--- config.mk ---
export PLATFORM = sky130hd
export DESIGN_NAME = kv_command_frame_parser
export DESIGN_NICKNAME = d
export VERILOG_FILES = /design/src/kvcfp_pkg.sv /design/src/kvcfp_front.sv /design/src/kvcfp_queue.sv /design/src/kvcfp_back.sv /design/src/kv_command_frame_parser.sv
export VERILOG_INCLUDE_DIRS = /design/src /design/src/src
export SDC_FILE = /design/constraint.sdc
export NUM_CORES = 1
export LEC_CHECK = 0
export ABC_CLOCK_PERIOD_IN_PS = 5550
export BUFFER_PORTS_ARGS = -buffer_cell sky130_fd_sc_hd__clkbuf_2
export CAP_MARGIN = 25
export CORE_MARGIN = 2
export CORE_UTILIZATION = 40
export DETAILED_ROUTE_END_ITERATION = 10
export PLACE_DENSITY = 0.62
export SYNTH_ARGS = -nofsm -noshare
export SYNTH_HDL_FRONTEND = slang
export SYNTH_HIERARCHICAL = 1
export SYNTH_SLANG_ARGS = --single-unit
--- constraint.sdc ---
create_clock -name clk_i -period 5.55 [get_ports clk_i]
set_clock_uncertainty 0.15 [all_clocks]
set_input_delay 0.2775 -clock clk_i [delete_from_list [all_inputs] [get_ports clk_i]]
set_output_delay 0.2775 -clock clk_i [all_outputs]
set_load 0.01 [all_outputs]
--- src/kv_command_frame_parser_macros.svh ---
// Assertion macros shared by the command frame parser RTL.
`ifndef KV_COMMAND_FRAME_PARSER_MACROS_SVH
`define KV_COMMAND_FRAME_PARSER_MACROS_SVH

`ifndef ASSERT_OFF
`define KVCFP_ASSERT_IMP(label, clk, rst_n, ante, cons) \
  label: assert property (@(posedge clk) disable iff (!(rst_n)) (ante) |-> (cons)) \
    else $error("kvcfp assertion failed");
`define KVCFP_ASSERT_NXT(label, clk, rst_n, ante, cons) \
  label: assert property (@(posedge clk) disable iff (!(rst_n)) (ante) |=> (cons)) \
    else $error("kvcfp assertion failed");
`else
`define KVCFP_ASSERT_IMP(label, clk, rst_n, ante, cons)
`define KVCFP_ASSERT_NXT(label, clk, rst_n, ante, cons)
`endif

`endif

--- src/kvcfp_pkg.sv ---
// Types and constants of the command frame parser.
package kvcfp_pkg;

  localparam int LENGTH_BITS_DEF = 32;
  localparam int LEN_BYTES       = 4;
  localparam int QUEUE_DEPTH     = 4;

  localparam logic [7:0] TAG_PUT    = 8'h01;
  localparam logic [7:0] TAG_DELETE = 8'h02;

  typedef enum logic [2:0] {
    PH_TAG,
    PH_KLEN,
    PH_KEY,
    PH_VLEN,
    PH_VAL,
    PH_DONE,
    PH_OVER
  } phase_e;

  typedef enum logic [1:0] {
    KIND_KEY,
    KIND_VALUE,
    KIND_STATUS
  } kind_e;

  typedef enum logic [1:0] {
    ST_PUT,
    ST_DELETE,
    ST_TRUNC,
    ST_UNKNOWN
  } status_e;

  // One parsed input byte: an optional payload byte and an optional status.
  typedef struct packed {
    logic        has_data;
    logic [7:0]  data;
    logic        is_value;
    logic        has_status;
    status_e     status;
    logic [31:0] klen;
    logic [31:0] vlen;
  } ev_t;

endpackage

--- src/kvcfp_front.sv ---
// Front end: frame header state machine, classifies each byte into an event.
module kvcfp_front import kvcfp_pkg::*; #(
  parameter int LengthBits = LENGTH_BITS_DEF
) (
  input  logic       clk_i,
  input  logic       rst_ni,
  input  logic       in_valid_i,
  output logic       in_ready_o,
  input  logic [7:0] in_data_i,
  input  logic       in_end_i,
  input  logic       q_ready_i,
  output logic       ev_push_o,
  output ev_t        ev_o
);

  phase_e                phase_q, phase_d;
  logic [7:0]            tag_q, tag_d;
  logic [1:0]            hcnt_q, hcnt_d;
  logic [31:0]           shift_q, shift_d;
  logic [LengthBits-1:0] rem_q, rem_d;
  logic [31:0]           klen_q, klen_d;
  logic [31:0]           vlen_q, vlen_d;
  logic                  fire;
  logic [31:0]           shift_new;
  logic                  len_over;
  logic                  hdr_last;
  ev_t                   ev;

  assign in_ready_o = q_ready_i;
  assign fire       = in_valid_i & q_ready_i;
  assign shift_new  = {shift_q[23:0], in_data_i};
  assign len_over   = (shift_new >> LengthBits) != 32'd0;
  assign hdr_last   = hcnt_q == 2'(LEN_BYTES - 1);

  always_ff @(posedge clk_i or negedge rst_ni) begin
    if (!rst_ni) begin
      phase_q <= PH_TAG;
      tag_q   <= '0;
      hcnt_q  <= '0;
      shift_q <= '0;
      rem_q   <= '0;
      klen_q  <= '0;
      vlen_q  <= '0;
    end else begin
      phase_q <= phase_d;
      tag_q   <= tag_d;
      hcnt_q  <= hcnt_d;
      shift_q <= shift_d;
      rem_q   <= rem_d;
      klen_q  <= klen_d;
      vlen_q  <= vlen_d;
    end
  end

  always_comb begin
    phase_d = phase_q;
    tag_d   = tag_q;
    hcnt_d  = hcnt_q;
    shift_d = shift_q;
    rem_d   = rem_q;
    klen_d  = klen_q;
    vlen_d  = vlen_q;
    ev      = '0;
    if (fire) begin
      case (phase_q)
        PH_TAG: begin
          tag_d   = in_data_i;
          klen_d  = '0;
          vlen_d  = '0;
          hcnt_d  = '0;
          shift_d = '0;
          rem_d   = '0;
          phase_d = PH_KLEN;
        end
        PH_KLEN: begin
          shift_d = shift_new;
          if (hdr_last) begin
            hcnt_d = '0;
            klen_d = shift_new;
            if (len_over) begin
              phase_d = PH_OVER;
            end else if (shift_new == 32'd0) begin
              shift_d = '0;
              phase_d = (tag_q == TAG_PUT) ? PH_VLEN : PH_DONE;
            end else begin
              rem_d   = shift_new[LengthBits-1:0];
              phase_d = PH_KEY;
            end
          end else begin
            hcnt_d = hcnt_q + 2'd1;
          end
        end
        PH_KEY: begin
          ev.has_data = 1'b1;
          ev.data     = in_data_i;
          ev.is_value = 1'b0;
          rem_d       = rem_q - LengthBits'(1);
          if (rem_q == LengthBits'(1)) begin
            hcnt_d  = '0;
            shift_d = '0;
            phase_d = (tag_q == TAG_PUT) ? PH_VLEN : PH_DONE;
          end
        end
        PH_VLEN: begin
          shift_d = shift_new;
          if (hdr_last) begin
            hcnt_d = '0;
            vlen_d = shift_new;
            if (len_over) begin
              phase_d = PH_OVER;
            end else if (shift_new == 32'd0) begin
              phase_d = PH_DONE;
            end else begin
              rem_d   = shift_new[LengthBits-1:0];
              phase_d = PH_VAL;
            end
          end else begin
            hcnt_d = hcnt_q + 2'd1;
          end
        end
        PH_VAL: begin
          ev.has_data = 1'b1;
          ev.data     = in_data_i;
          ev.is_value = 1'b1;
          rem_d       = rem_q - LengthBits'(1);
          if (rem_q == LengthBits'(1)) begin
            phase_d = PH_DONE;
          end
        end
        default: begin
        end
      endcase

      if (in_end_i) begin
        ev.has_status = 1'b1;
        if (phase_d != PH_DONE) begin
          ev.status = ST_TRUNC;
        end else if (tag_d == TAG_PUT) begin
          ev.status = ST_PUT;
        end else if (tag_d == TAG_DELETE) begin
          ev.status = ST_DELETE;
        end else begin
          ev.status = ST_UNKNOWN;
        end
        ev.klen = klen_d;
        ev.vlen = (tag_d == TAG_PUT) ? vlen_d : 32'd0;
        phase_d = PH_TAG;
        hcnt_d  = '0;
        shift_d = '0;
        rem_d   = '0;
      end
    end
  end

  assign ev_push_o = fire & (ev.has_data | ev.has_status);
  assign ev_o      = ev;

endmodule

--- src/kvcfp_queue.sv ---
// Small event queue between the parser front end and the result back end.
module kvcfp_queue import kvcfp_pkg::*; (
  input  logic clk_i,
  input  logic rst_ni,
  input  logic push_i,
  input  ev_t  push_ev_i,
  output logic ready_o,
  input  logic pop_i,
  output logic valid_o,
  output ev_t  head_o
);

  localparam int PW = $clog2(QUEUE_DEPTH);
  localparam int CW = $clog2(QUEUE_DEPTH + 1);

  ev_t           ent_q [QUEUE_DEPTH];
  logic [PW-1:0] wr_ptr_q, rd_ptr_q;
  logic [CW-1:0] count_q;
  logic          do_push, do_pop;

  assign ready_o = count_q != CW'(QUEUE_DEPTH);
  assign valid_o = count_q != '0;
  assign head_o  = ent_q[rd_ptr_q];
  assign do_push = push_i & ready_o;
  assign do_pop  = pop_i & valid_o;

  always_ff @(posedge clk_i) begin
    if (do_push) begin
      ent_q[wr_ptr_q] <= push_ev_i;
    end
  end

  always_ff @(posedge clk_i or negedge rst_ni) begin
    if (!rst_ni) begin
      wr_ptr_q <= '0;
      rd_ptr_q <= '0;
      count_q  <= '0;
    end else begin
      if (do_push) begin
        wr_ptr_q <= wr_ptr_q + PW'(1);
      end
      if (do_pop) begin
        rd_ptr_q <= rd_ptr_q + PW'(1);
      end
      if (do_push && !do_pop) begin
        count_q <= count_q + CW'(1);
      end else if (do_pop && !do_push) begin
        count_q <= count_q - CW'(1);
      end
    end
  end

endmodule

--- src/kvcfp_back.sv ---
// Back end: expands queued events into result requests in an output register.
module kvcfp_back import kvcfp_pkg::*; (
  input  logic        clk_i,
  input  logic        rst_ni,
  input  logic        q_valid_i,
  input  ev_t         q_head_i,
  output logic        q_pop_o,
  output logic        out_valid_o,
  input  logic        out_ready_i,
  output logic [7:0]  out_byte_o,
  output kind_e       out_kind_o,
  output status_e     out_status_o,
  output logic [31:0] out_klen_o,
  output logic [31:0] out_vlen_o,
  output logic        out_last_o
);

  logic        valid_q, valid_d;
  logic        sub_q, sub_d;
  logic [7:0]  byte_q, byte_d;
  kind_e       kind_q, kind_d;
  status_e     status_q, status_d;
  logic [31:0] klen_q, klen_d;
  logic [31:0] vlen_q, vlen_d;
  logic        last_q, last_d;
  logic        load;

  assign load = q_valid_i & (~valid_q | out_ready_i);

  always_ff @(posedge clk_i or negedge rst_ni) begin
    if (!rst_ni) begin
      valid_q <= 1'b0;
      sub_q   <= 1'b0;
    end else begin
      valid_q <= valid_d;
      sub_q   <= sub_d;
    end
  end

  always_ff @(posedge clk_i) begin
    byte_q   <= byte_d;
    kind_q   <= kind_d;
    status_q <= status_d;
    klen_q   <= klen_d;
    vlen_q   <= vlen_d;
    last_q   <= last_d;
  end

  always_comb begin
    valid_d  = valid_q & ~out_ready_i;
    sub_d    = sub_q;
    byte_d   = byte_q;
    kind_d   = kind_q;
    status_d = status_q;
    klen_d   = klen_q;
    vlen_d   = vlen_q;
    last_d   = last_q;
    q_pop_o  = 1'b0;
    if (load) begin
      valid_d = 1'b1;
      if (q_head_i.has_data && !sub_q) begin
        byte_d   = q_head_i.data;
        kind_d   = q_head_i.is_value ? KIND_VALUE : KIND_KEY;
        status_d = ST_PUT;
        klen_d   = '0;
        vlen_d   = '0;
        last_d   = ~q_head_i.has_status;
        sub_d    = q_head_i.has_status;
        q_pop_o  = ~q_head_i.has_status;
      end else begin
        byte_d   = '0;
        kind_d   = KIND_STATUS;
        status_d = q_head_i.status;
        klen_d   = q_head_i.klen;
        vlen_d   = q_head_i.vlen;
        last_d   = 1'b1;
        sub_d    = 1'b0;
        q_pop_o  = 1'b1;
      end
    end
  end

  assign out_valid_o  = valid_q;
  assign out_byte_o   = byte_q;
  assign out_kind_o   = kind_q;
  assign out_status_o = status_q;
  assign out_klen_o   = klen_q;
  assign out_vlen_o   = vlen_q;
  assign out_last_o   = last_q;

endmodule

--- src/kv_command_frame_parser.sv ---
// Top level of the command frame parser: front end, event queue and back end.
// Takes one frame byte per cycle while the event queue has room, tlast on the
// frame's final byte. Key and value bytes come out as they arrive (tuser says key or
// value); after the final byte a status request follows with both decoded lengths
// and tlast set. The output register moves one request per cycle while the sink is
// ready, so a final byte that is also a payload byte makes two requests, absorbed by
// the four-entry event queue.
`include "kv_command_frame_parser_macros.svh"

module kv_command_frame_parser import kvcfp_pkg::*; #(
  parameter int LengthBits = LENGTH_BITS_DEF
) (
  input  logic        clk_i,
  input  logic        rst_ni,
  input  logic        s_axis_tvalid,
  output logic        s_axis_tready,
  input  logic [7:0]  s_axis_tdata,  // [7:0] data_byte
  input  logic        s_axis_tlast,
  output logic        m_axis_tvalid,
  input  logic        m_axis_tready,
  // [7:0] out_byte, [9:8] frame_status, [41:10] key_length, [73:42] value_length
  output logic [79:0] m_axis_tdata,
  output logic [1:0]  m_axis_tuser,  // [1:0] out_kind
  output logic        m_axis_tlast
);

  logic        ev_push;
  ev_t         ev;
  logic        q_ready;
  logic        q_valid;
  logic        q_pop;
  ev_t         q_head;
  logic [7:0]  out_byte;
  kind_e       out_kind;
  status_e     out_status;
  logic [31:0] out_klen;
  logic [31:0] out_vlen;

  kvcfp_front #(
    .LengthBits(LengthBits)
  ) u_front (
    .clk_i     (clk_i),
    .rst_ni    (rst_ni),
    .in_valid_i(s_axis_tvalid),
    .in_ready_o(s_axis_tready),
    .in_data_i (s_axis_tdata),
    .in_end_i  (s_axis_tlast),
    .q_ready_i (q_ready),
    .ev_push_o (ev_push),
    .ev_o      (ev)
  );

  kvcfp_queue u_queue (
    .clk_i    (clk_i),
    .rst_ni   (rst_ni),
    .push_i   (ev_push),
    .push_ev_i(ev),
    .ready_o  (q_ready),
    .pop_i    (q_pop),
    .valid_o  (q_valid),
    .head_o   (q_head)
  );

  kvcfp_back u_back (
    .clk_i       (clk_i),
    .rst_ni      (rst_ni),
    .q_valid_i   (q_valid),
    .q_head_i    (q_head),
    .q_pop_o     (q_pop),
    .out_valid_o (m_axis_tvalid),
    .out_ready_i (m_axis_tready),
    .out_byte_o  (out_byte),
    .out_kind_o  (out_kind),
    .out_status_o(out_status),
    .out_klen_o  (out_klen),
    .out_vlen_o  (out_vlen),
    .out_last_o  (m_axis_tlast)
  );

  assign m_axis_tdata = {6'b0, out_vlen, out_klen, out_status, out_byte};
  assign m_axis_tuser = out_kind;

  `KVCFP_ASSERT_IMP(a_status_shape, clk_i, rst_ni,
    m_axis_tvalid && m_axis_tuser == KIND_STATUS,
    m_axis_tlast && m_axis_tdata[7:0] == 8'd0)
  `KVCFP_ASSERT_IMP(a_byte_fields_zero, clk_i, rst_ni,
    m_axis_tvalid && m_axis_tuser != KIND_STATUS,
    m_axis_tdata[79:8] == 72'd0)
  `KVCFP_ASSERT_NXT(a_status_follows, clk_i, rst_ni,
    m_axis_tvalid && m_axis_tready && m_axis_tuser != KIND_STATUS && !m_axis_tlast,
    m_axis_tvalid && m_axis_tuser == KIND_STATUS)

endmodule
# Word level (Yosys, flattened, before mapping)
# Memories as Yosys holds them, arrays and structs flattened.
# Cells that the tools add are included.
word_totals:
  ff_bits: 219
  latchBits: 0
  ramBits: 308
  mem_bits_ro: 0
  inputBits: 13
  output_inout_bits: 85
  wordCells: 113
  mem_count: 1
memory_table:
  columns: ["name", "words", "width", "rd", "rd_clocked_by_memory_dff", "wr", "line_no", "text"]
  rows:
  - ["u_queue.ent_q", 4, 77, 1, 0, 1, "kvcfp_queue.sv:16", "ev_t ent_q [QUEUE_DEPTH];"]
classes:
  add_sub_neg: 6
  mul: 0
  div_mod_pow: 0
  order_cmp: 0
  n_eq_ne: 14
  shifts: 0
  mux: 45
  bitwise_logic: 11
  reduce_logical: 18
ops:
  columns: ["operator", "n"]
  rows:
  - ["$mux 32", 6]
  - ["$pmux 32 s2", 2]
  - ["$mux 24", 4]
  - ["$pmux 24 s4", 1]
  - ["$pmux 32 s3", 1]
  - ["$mux 77", 1]
  - ["$mux 67", 1]
  - ["$eq 32x1->1 const B", 1]
  - ["$logic_not 32->1", 1]
  - ["$sub 32x1->32 const B", 1]
  - ["$mux 3", 10]
  - ["$pmux 10 s2", 1]
  - ["$eq 8x1->1 const B", 2]
  - ["$mux 8", 2]
  - ["$pmux 3 s5", 1]
  - ["$mux 2", 6]
  - ["$ne 3x3->1 const B", 3]
  - ["$eq 8x2->1 const B", 1]
  - ["$mux 1", 8]
  - ["$reduce_bool 4->1", 2]
  - ["$add 2x1->2 const B", 3]
  - ["$and 1x1->1", 6]
  - ["$eq 3x2->1 const B", 2]
  - ["$pmux 2 s3", 1]
  - ["other kinds (18)", 27]

# Depth between registers and ports, before layout
# Gate-level depths: netlist of the first run.
logic_depth:
  depth_word: 17
  ltp_mapped: 14
  depth_no_buf: 11

# By module
# Netlist of the first run, hierarchy kept.
modules_own_cells:
  columns: ["mod", "n_inst", "cells_per_inst", "area_each_um2", "seq_area_each_um2"]
  rows:
  - ["kvcfp_queue", 1, 438, 11521.0, 9424.0]
  - ["kvcfp_front", 1, 741, 7021.7, 3328.2]
  - ["kvcfp_back", 1, 172, 2945.3, 2362.3]
  - ["kv_command_frame_parser", 1, 7, 48.8, 0.0]

# Worst setup path before layout of the first run
# No wires, ideal clock.
synth_timing:
  path_kind: "reg2reg"
  startpoint: "reg u_front.phase_q[2]"
  endpoint: "mem u_queue/ent_q[0][0] (netlist name), enable pin"
  setup_ps: 444
  t_arrival_ps: 3448
  required_time_ps: 4956
  setup_slack_ps: 1508
  path_stages_with_launch: 8
  n_path_buf: 2
  synth_period_minus_slack_ps: 4042
  cell_sequence: "dfrtp_1 -> clkbuf_1 -> xnor2_1 -> or2_2 -> clkbuf_1 -> a21oi_1 -> a21boi_2 -> and2_1"
synth_via:
  elab_chain_len: 8
  word_cells_on_any_way: 9
  cone_classes: "eq/ne: 2; mux: 4; bitwise: 3"
synth_rtl:
  columns: ["element", "line_no", "text"]
  rows:
  - ["start: declaration", "kvcfp_front.sv:16", "phase_e phase_q, phase_d;"]
  - ["start signal: assignment", "kvcfp_front.sv:45", "phase_q <= phase_d;"]
  - ["$eq 3x3->1 / $eq 3x2->1 (equally long branches)", "kvcfp_front.sv:65", "case (phase_q)"]
  - ["$pmux 10 s2 *", "kvcfp_front.sv:65", null]
  - ["$mux 77 *", "kvcfp_front.sv:64", "if (fire) begin"]
  - ["$or 1x1->1 *", "kvcfp_front.sv:155", "assign ev_push_o = fire & (ev.has_data | ev.has_status);"]
  - ["$and 1x1->1 *", "kvcfp_front.sv:155", null]
  - ["via ev_push", "kv_command_frame_parser.sv:27", "logic ev_push;"]
  - ["$and 1x1->1 *", "kvcfp_queue.sv:24", "assign do_push = push_i & ready_o;"]
  - ["via u_queue.do_push", "kvcfp_queue.sv:19", "logic do_push, do_pop;"]
  - ["$mux 1 *", "kvcfp_queue.sv:28", "if (do_push) begin"]
  - ["$mux 1 (not written as such) *", "kvcfp_queue.sv:29", "ent_q[wr_ptr_q] <= push_ev_i;"]
  - ["end: declaration", "kvcfp_queue.sv:16", null]
# The timed path passes the listed nets; every way through them passes the cells marked *.

# Final worst setup path of the first run
layout_timing:
  startpoint: "reg u_front.phase_q[1]"
  endpoint: "mem u_queue/ent_q[1][38] (netlist name), enable pin"
# The elaborated chain is that of the path after synthesis.

==> results of run 1 <==
path summary, 6_finish.rpt:
path	end	slack (ns)	depth (start not counted)
max in group asynchronous	u_queue/rd_ptr_q[0]	3.94	4
hold / removal	u_front/vlen_q[6]	0.12	2
min in group asynchronous	u_front/klen_q[14]	0.47	3
hold reg to reg	u_front/klen_q[16]	0.35	1
setup reg to reg	u_queue/ent_q[1][38]	2.26	6
setup / recovery	u_queue/ent_q[1][38]	2.26	6
what timing repair did:
action,CTS,global route
setup buffers,0,0
hold buffers,3,1
hold endpoints to repair,106,15
flip-flops by register name, summed over array words and instances, names as in the netlist:
| name | cells |
|---|---|
| u_back/out_byte_o | 8 |
| u_back/out_kind_o | 2 |
| u_back/out_klen_o | 32 |
| u_back/out_last_o | 1 |
| u_back/out_status_o | 2 |
| u_back/out_valid_o | 1 |
| u_back/out_vlen_o | 32 |
| u_back/sub_q | 1 |
| u_front/hcnt_q | 2 |
| u_front/klen_q | 32 |
| u_front/phase_q | 3 |
| u_front/rem_q | 32 |
| u_front/shift_q | 24 |
| u_front/tag_q | 8 |
| u_front/vlen_q | 32 |
| u_queue/count_q | 3 |
| u_queue/ent_q | 308 |
| u_queue/rd_ptr_q | 2 |
| u_queue/wr_ptr_q | 2 |
kinds of logic after synthesis:
kind of cell	Yosys count
other cells	1
mux	89
fa+ha+maj	9
compound gates	274
xor+xnor	16
buf+inv	132
simple gates	310
flops	527
metrics by stage:
step | hold slack (ns) | area (um^2) | worst slack (ns)
after CTS | 0.0788 | 24400 | 2.06
after detailed placement | 0.332 | 22600 | 2.08
after floorplan | -0.168 | 21600 | 1.51
final | 0.117 | 24500 | 2.26
after global placement | 0.323 | 22600 | 2.09
after global routing | 0.0997 | 24500 | 2.07
worst max-delay path, stage by stage, from the launching register on:
cell,delay (ns)
dfrtp_1,0.49
xnor2_1,0.19
or2_2,0.42
a21oi_1,0.17
a21boi_2,0.36
and2_4,0.68
buf_4,0.43
per-layer routing:
layer	wire, um	up-vias	track usage (%)
li1	-	5395	-
met1	21400	6305	24.5
met2	23100	382	27.8
met3	2800	82	3.53
met4	1290	2	5.67
met5	13	-	0
report_power, final:
part	internal, mW	total [mW]	switching [mW]
combinational	1.28	3.05	1.77
clock	2.27	3.76	1.49
sequential	5.03	5.40	0.370
cell usage after synthesis, types with 2 or more instances:
cell type	number	area, um^2
inv_1	16	60.1
a22o_1	90	788
nor4_1	18	113
buf_6	2	22.5
o21ai_1	24	120
clkbuf_2	7	35.0
mux4_2	77	1730
or4_4	2	22.5
and3_1	10	62.6
nor3_2	2	20.0
or3_1	6	37.5
nand3_1	10	50.1
a21oi_1	24	120
mux2_2	11	124
o21ai_0	25	125
nand2_1	42	158
o21a_1	3	22.5
buf_1	3	11.3
o211ai_1	3	22.5
ha_1	8	100
o22ai_1	2	12.5
nor2b_1	68	425
and2_1	15	93.8
xor2_1	9	78.8
nor4_2	3	37.5
buf_2	17	85.1
nor3_1	17	85.1
clkbuf_1	68	255
a32oi_1	9	78.8
o311ai_1	2	17.5
edfxtp_1	385	11600
buf_12	2	40.0
nor2_1	101	379
nand2b_1	6	37.5
xnor2_1	7	61.3
a22oi_1	74	556
or4_1	2	15.0
a31oi_1	3	18.8
nand4_1	2	12.5
dfrtp_1	142	3550
a21o_1	2	15.0
buf_4	16	120
cell type report:
cell class	instances	area (um^2)	area share, %
flip-flops and latches	527	15100	61.6
multi-input cells	704	5850	23.8
clock buffers	64	1370	5.57
well taps	696	871	3.55
repair buffers	124	800	3.26
clock inverters	33	470	1.92
inverters	17	65.1	0.265
==> key figures, run 1 <==
Critical path
  – CP Class: flop to flop
  – Origin of the worst setup path: u_front/phase_q[1]
  – Required time of the critical path: 5.66 ns
  – FF-to-FF Start: u_front/phase_q[1]
  – Critical Path End Type: flop
  – Worst EP arrival: 3.40 ns
  – Worst Setup Start Kind: flop
  – CP max FO: 40

Floorplanning
  – Die X: 236 um
  – Die Ht: 236 um
  – Row cnt: 85
  – Die footprint: 55700 um^2
  – Area of the core: 53500 um^2
  – Initial core utilization: 40.3%
  – Ports: 98

Synthesis
  – Compound-Gate Fraction of Synth Area: 9.45%
  – Syn Area/Cell: 15.9 um^2
  – Simple-Gate Fraction of Synth Area: 7.53%
  – Cell Area, Synth: 21500 um^2
  – Mux cell area share after synthesis: 8.67%
  – FF+latch count, synth: 527
  – XOR/XNOR share of the synthesized area: 0.651%
  – Part of the Yosys area used for sequential elements: 70.2%
  – Main synth FF type: edfxtp_1
  – Share of flip-flops with an asynchronous set or reset: 26.9%
  – Synth Warn #: 6
  – Post-synth EDFFs: 385
  – Largest family of logic cells by synthesized area: compound AO/OA/AOI/OAI gates
  – Cells after synthesis: 1358
  – Adder-cell share of the synthesized area: 0.558%
  – Post-synthesis cell type count: 65

Clock tree
  – CTS resizes: 0
  – CTS Buf Count: 53
  – Clock Path Buffers: 3
  – Clock Pin Slew Worst Setup and Hold Paths: 0.06 ns
  – Sink Count: 527
  – H-tree lvl count: 2
  – Clk_lat worst skew: 0.61 ns
  – CTS tree: built
  – Clk root buf: clkbuf_16

Place
  – RD Place Congestion: 0.870
  – Placed cell count: 2061
  – I/O Buffers: 91
  – Final HPWL DP: 28900 um

Timing
  – RSZ-0062 raised after global routing: false
  – Worst-Margin Slew: 0.986 ns
  – Final hold vios: 0
  – Slew headroom: 34.2%
  – Maximum clock rate: 304 MHz
  – Crit share post-route: 59.2%
  – Slew Limit Fails: 0
  – Setup TNS: 0 ns
  – Fin crit period: 3.29 ns
  – Final setup fails: 0

Route
  – Starting DRT DRC Count: 1182
  – Wirelength, routed: 48600 um
  – Post-route ant nets: 0
  – Via Count: 12.2k
  – Vias per cell: 5.62
  – WL per Instance: 22.5 um
  – DRT Pass-1 Iters: 6
  – Residual DRC count: 0

Final layout
  – Finished Layout Cells: 2165
  – Commonest non-fill, non-tap cell in the layout: edfxtp_1
  – Final nets: 1449
  – Fillers: 4541
  – P&R area growth vs syn: 13.9%
  – Post-layout util: 45.9%
  – Most frequent cells in the layout: 385 x edfxtp_1, 140 x dfrtp_1, 100 x nor2_1
  – Layout cells sized above 1: 21.4%
  – Diode count: 0

Job
  – Max_cap viols: 0

Global route
  – Gr ovfl total: 0
  – GRT Util Overall: 17.5%
  – First-pass GRT wire length: 75000 um
  – Vias in the first global route: 12.1k
  – Initial antenna violation count: 1
  – Largest net degree at the start of global routing: 106

Power and ir drop
  – Max VDD drop: 0.000230 V
  – Total power: 12.2 mW
  – Cell Pwr Density: 498 nW/um^2
  – Leak: 8.91 nW

Run status
  – Status: completed

Hold path
  – Hold path startpoint: s_axis_tdata[6]
  – Min-Delay Path Class: primary input to flop
(Power assumes the default switching activity.)
==> inputs of run 2 (changes only) <==
Settings changed: ABC_AREA from default to 1, ABC_CLOCK_PERIOD_IN_PS 5550 to 2700, PLACE_DENSITY 0.62 to 0.64.
Clock period 5.55 ns to 2.7 ns, I/O delays scaled along.
==> key figures, run 2 <==
Final layout
  – Finished Layout Cells: 3371
  – P&R area growth vs syn: 14.1%
  – Final nets: 2567
  – Layout cells sized above 1: 13.4%
  – Most frequent cells in the layout: 555 x nand2_1, 414 x inv_1, 385 x edfxtp_1
  – Commonest non-fill, non-tap cell in the layout: nand2_1
  – Top reg by flops: u_queue/ent_q
  – Diode count: 0
  – Largest register FFs: 308

Route
  – WL per Instance: 16.8 um
  – Via Count: 17.0k
  – Post-route ant nets: 0
  – Starting DRT DRC Count: 1446
  – DRT Pass-1 Iters: 6
  – Residual DRC count: 0
  – Wirelength, routed: 56800 um
  – Vias per cell: 5.05

Place
  – RD Place Congestion: 0.911
  – Final HPWL DP: 37700 um
  – I/O Buffers: 91
  – Placed cell count: 3255

Synthesis
  – Main synth FF type: edfxtp_1
  – Synth Warn #: 6
  – Most frequent cell after synthesis: nand2_1
  – Ranking of synthesized cells by area: edfxtp_1 47%, dfrtp_1 15%, nand2_1 8.6%
  – Cell Area, Synth: 24400 um^2
  – FF+latch count, synth: 527
  – Post-synthesis cell type count: 39
  – Share of flip-flops with an asynchronous set or reset: 26.9%
  – Synth area leader: edfxtp_1
  – Commonest cells post-synth: 560 x nand2_1, 416 x inv_1, 385 x edfxtp_1
  – Cells after synthesis: 2430
  – Post-synth EDFFs: 385
  – Share of the synthesized area in the top cell type: 47.4%
  – Part of the Yosys area used for sequential elements: 62.0%
  – Syn Area/Cell: 10.0 um^2

Clock tree
  – Clk_lat worst skew: 0.62 ns
  – Clock Path Buffers: 3
  – Clock Pin Slew Worst Setup and Hold Paths: 0.07 ns
  – Clk root buf: clkbuf_16
  – H-tree lvl count: 2
  – CTS Buf Count: 54
  – CTS tree: built
  – Sink Count: 527

Power and ir drop
  – Max VDD drop: 0.000655 V
  – Leak: 11.4 nW
  – Total power: 27.9 mW
  – Cell Pwr Density: 1000 nW/um^2

Timing
  – Maximum clock rate: 383 MHz
  – Slew Limit Fails: 0
  – Worst-Margin Slew: 1.07 ns
  – Final setup fails: 0
  – Final hold vios: 0
  – Fin crit period: 2.61 ns
  – Crit share post-route: 96.7%
  – Setup TNS: 0 ns
  – RSZ-0062 raised after global routing: false
  – Slew headroom: 28.4%

Global route
  – Gr ovfl total: 0
  – First-pass GRT wire length: 90600 um
  – Initial antenna violation count: 0
  – GRT Util Overall: 18.2%
  – Largest net degree at the start of global routing: 185
  – Vias in the first global route: 16.5k

Floorplanning
  – Die Ht: 251 um
  – Area of the core: 60200 um^2
  – Row cnt: 90
  – Die X: 251 um
  – Ports: 98
  – Die footprint: 62900 um^2
  – Initial core utilization: 40.5%

Hold path
  – Min-Delay Path Class: primary input to flop

Critical path
  – CP Class: flop to flop
  – Crit path top cell by count: nand2_1
  – Required time of the critical path: 3.03 ns
  – CP max FO: 21
  – Critical Path End Type: flop
  – Cell Chain, Critical Path: nor2_4, nand2_4, a31oi_1, nand2_1, nor2_1, buf_12, nand2_1, o21ai_0
  – Slowest cell on the critical path: nor2_1
  – Worst EP arrival: 2.94 ns
  – Worst Setup Start Kind: flop
  – Crit-path max cell delay: 0.74 ns

Job
  – Max_cap viols: 0

Run status
  – Status: completed
## run 2: cell count changes after synthesis, sizes merged, moves of 48 or more
cell    change
a22oi      -74
inv       +410
nand2     +522
mux4       -77
a22o       -90
nor2      +139
buf        +48
o211ai    +151
nor2b      -69
o21ai     +176
## run 2: final cells by class
| type | count | area (um^2) |
|---|---|---|
| Fill cell | 5439 | 32400 |
| Multi-Input combinational cell | 1350 | 6860 |
| Tap cell | 782 | 978 |
| Inverter | 427 | 1620 |
| Timing Repair Buffer | 185 | 1470 |
| Clock buffer | 73 | 1530 |
| Clock inverter | 27 | 240 |
| Sequential cell | 527 | 15100 |
## run 2: cells by family (layout without fill, tap and decap cells)
family	Yosys count	in the layout	share of synthesized area, %
other cells	1	6	0.0154
compound gates	437	437	10.9
buf+inv	558	712	10.4
xor+xnor	8	8	0.288
simple gates	890	890	15.9
flops	527	527	62.0
fa+ha+maj	9	9	0.493
## run 2: worst max-delay path, delay by kind of cell, from the launching register on
| kind | cells | cell delay, ns |
|---|---|---|
| AOI/OAI and AO/OA | 2 | 0.34 |
| buffers and inverters | 1 | 0.26 |
| DFF | 1 | 0.46 |
| and+or+nand+nor | 5 | 1.26 |
## run 2: worst paths after layout
| path | from | endpoint | slack [ns] | cells past startpoint |
|---|---|---|---|---|
| worst min register to register | u_front/tag_q[4] | u_front/tag_q[4] | 0.34 | 2 |
| worst max register to register | u_front/phase_q[0] | u_front/rem_q[21] | 0.09 | 8 |
| min in group asynchronous | rst_ni | u_front/rem_q[23] | 0.38 | 3 |
| max in group asynchronous | rst_ni | u_front/vlen_q[28] | 1.48 | 4 |
| worst max-delay path | u_front/phase_q[0] | u_front/rem_q[21] | 0.09 | 8 |
| worst min-delay path | m_axis_tready | u_back/out_valid_o | 0.25 | 5 |
## run 2: metrics by stage
step	setup WS (ns)	instance area, um^2	utilization, %	hold WS (ns)
4_1_cts	0.125	27800	46.1	0.238
5_1_grt	0.00926	27800	46.2	0.287
6_report	0.0884	27800	46.2	0.255
2_1_floorplan	-0.332	24500	-	-0.311
3_5_place_dp	0.140	25900	42.9	0.0622
3_3_place_gp	0.169	25900	42.9	0.0549
## run 2: timing repair
| action | 4_1_cts | 5_1_grt |
|---|---|---|
| hold buffers | 14 | 0 |
| endpoints found under the setup margin | 0 | 3 |
| gates resized for setup | 0 | 3 |
| setup buffers | 0 | 2 |
| hold endpoints to repair | 195 | 0 |
## run 2: where the power goes
part | leakage (nW) | total [mW] | internal [mW] | switching (mW)
Clock | 0.869 | 7.40 | 4.33 | 3.07
Sequential | 5.55 | 10.9 | 10.4 | 0.484
Combinational | 5.02 | 9.55 | 3.06 | 6.49
Total | 11.4 | 27.9 | 17.8 | 10.0
## run 2: routing by layer
layer / up-vias / global-route usage [%] / part of all wire, %
li1: 8239 / - / -
met4: 0 / 5.01 / 2.5
met5: - / 0 / 0
met1: 8191 / 24.1 / 43
met2: 477 / 31.1 / 49
met3: 107 / 2.94 / 5.5
==> inputs of run 3 (changes only) <==
Settings changed: PLACE_DENSITY 0.64 to default, PLACE_DENSITY_LB_ADDON from default to 0.2.
==> key figures, run 3 (synthesized netlist as in run 2, its figures left out) <==
Global route
  – Global routing's busiest layer: met2
  – GRT Util Overall: 19.0%
  – Largest net degree at the start of global routing: 161
  – Met1 usage: 25.6%
  – Initial antenna violation count: 1
  – Vias in the first global route: 16.6k
  – First-pass GRT wire length: 93700 um
  – GR Util met2: 31.3%
  – M3 GR Usage: 3.34%
  – Gr ovfl total: 0

Place
  – Placed cell count: 3236
  – DP Worst Slack: 0.115 ns
  – RD Place Congestion: 0.904
  – Dpl cell area: 25700 um^2
  – Final HPWL DP: 38300 um
  – I/O Buffers: 91

Route
  – DRT Pass-1 Iters: 6
  – Via Count: 16.9k
  – WL per Instance: 17.5 um
  – Residual DRC count: 0
  – Vias per cell: 5.04
  – Wirelength, routed: 58900 um
  – Starting DRT DRC Count: 1240
  – Post-route ant nets: 0

Timing
  – Final WS setup: 0.190 ns
  – Slew headroom: 51.6%
  – Maximum clock rate: 398 MHz
  – Fin crit period: 2.51 ns
  – Final hold vios: 0
  – Crit share post-route: 93.0%
  – Worst-Margin Slew: 0.726 ns
  – Slew Limit Fails: 0
  – Final setup fails: 0

Clock tree
  – CTS tree: built
  – Clock Path Buffers: 3
  – Clk root buf: clkbuf_16
  – Clock Pin Slew Worst Setup and Hold Paths: 0.06 ns
  – Clk_lat worst skew: 0.60 ns
  – Sink Count: 527
  – CTS Buf Count: 57
  – H-tree lvl count: 2

Final layout
  – Fillers: 5582
  – P&R area growth vs syn: 14.0%
  – Finished Layout Cells: 3359
  – Layout cells sized above 1: 12.7%
  – Commonest non-fill, non-tap cell in the layout: nand2_1
  – Final nets: 2551
  – Top reg by flops: u_queue/ent_q
  – Most frequent cells in the layout: 556 x nand2_1, 413 x inv_1, 385 x edfxtp_1
  – Post-layout util: 46.1%
  – Diode count: 0
  – Post-route cell area: 27800 um^2
  – Largest register FFs: 308

Critical path
  – Crit-path max cell delay: 0.44 ns
  – FF-to-FF setup slack: 0.19 ns
  – Worst EP arrival: 2.85 ns
  – Slowest cell on the critical path: dfrtp_2
  – Reg2reg path depth: 16
  – Cell Chain, Critical Path: nor2_4, nand2_1, nand2_2, inv_2, nor2_4, clkinv_4, nand2_4, nand2_8, inv_1, ha_1, inv_1, fa_1, nand2_1, nand3_1, nand2_1, nand2_1
  – CP Class: flop to flop
  – Worst R2R End: u_queue/count_q[2]
  – Delay-heaviest family, CP: simple AND/OR/NAND/NOR gates
  – Crit path top cell by count: nand2_1
  – Worst Setup Start Kind: flop
  – Required time of the critical path: 3.04 ns
  – Crit path buf inv count: 4
  – FF-to-FF Start: u_front/phase_q[0]
  – Critical Path End Type: flop
  – CP max FO: 7

Power and ir drop
  – Total power: 28.4 mW
  – Leak: 11.4 nW
  – Cell Pwr Density: 1020 nW/um^2
  – Max VDD drop: 0.000569 V

Floorplanning
  – Die Ht: 251 um
  – Area of the core: 60200 um^2
  – Ports: 98
  – Row cnt: 90
  – Initial core utilization: 40.5%
  – Die footprint: 62900 um^2
  – Die X: 251 um

Hold path
  – Hold path startpoint: m_axis_tready
  – Worst Hold End: u_back/out_valid_o
  – Hold path depth: 5
  – Min-Delay Path Class: primary input to flop

Run status
  – Status: completed

Job
  – Max_cap viols: 0
-- run 3: cell count changes in the layout (fill, tap and decap cells not counted), sizes merged --
cell and delta:
clkinvlp -2, buf -19, clkbuf +17, clkinv -8
-- run 3: layout make-up --
class / count / area [um^2] / share of cell area, %
tap: 782 / 978 / 3.52
clock inverter: 17 / 184 / 0.662
multi-input combinational: 1350 / 6860 / 24.7
clock buffer: 90 / 1720 / 6.20
inverter: 427 / 1620 / 5.83
timing repair buffer: 166 / 1300 / 4.69
sequential: 527 / 15100 / 54.4
-- run 3: per-layer routing --
metal	vias to the layer above	wire [um]
met5	-	12
met4	2	1800
met3	105	3020
met2	405	27900
met1	8198	26200
li1	8204	-
-- run 3: repair_timing --
action | 4_1_cts | 5_1_grt
hold buffers | 14 | 0
endpoints found under the hold margin | 201 | 0
setup endpoints to repair | 0 | 2
buffers inserted | 0 | 2
resized for setup | 0 | 3
-- run 3: worst max-delay path by stage --
stage | from | endpoint | slack, ns | depth (start not counted)
global route | u_front/phase_q[0] | u_queue/count_q[2] | -0.001 | 17
finish | u_front/phase_q[0] | u_queue/count_q[2] | 0.19 | 16
floorplan | u_front/phase_q[0] | u_queue/ent_q[0][0] | -0.33 | 9
CTS | u_front/phase_q[0] | u_queue/count_q[2] | 0.12 | 16
global placement | u_front/phase_q[0] | u_queue/count_q[2] | 0.11 | 16
detailed placement | u_front/phase_q[1] | u_queue/count_q[2] | 0.12 | 17
-- run 3: worst reg2reg max path, delay by kind of cell, from the launching register on --
| family | cells | cell delay [ns] |
|---|---|---|
| adder cells (fa/ha/maj) | 2 | 0.54 |
| buffers and inverters | 4 | 0.26 |
| flip-flops | 1 | 0.44 |
| AND/OR/NAND/NOR | 10 | 1.00 |
-- run 3: stage by stage --
step                setup TNS, ns  hold slack [ns]
floorplan                  -97.36           -0.311
global placement                0          0.00753
detailed placement              0          0.00769
CTS                             0            0.224
global route             -0.00104            0.252
finish                          0            0.259
-- run 3: power breakdown --
part	leakage [nW]	switching, mW	internal (mW)
clock	0.931	3.15	4.74
sequential	5.55	0.493	10.4
combinational	4.92	6.49	3.07
total	11.4	10.1	18.2
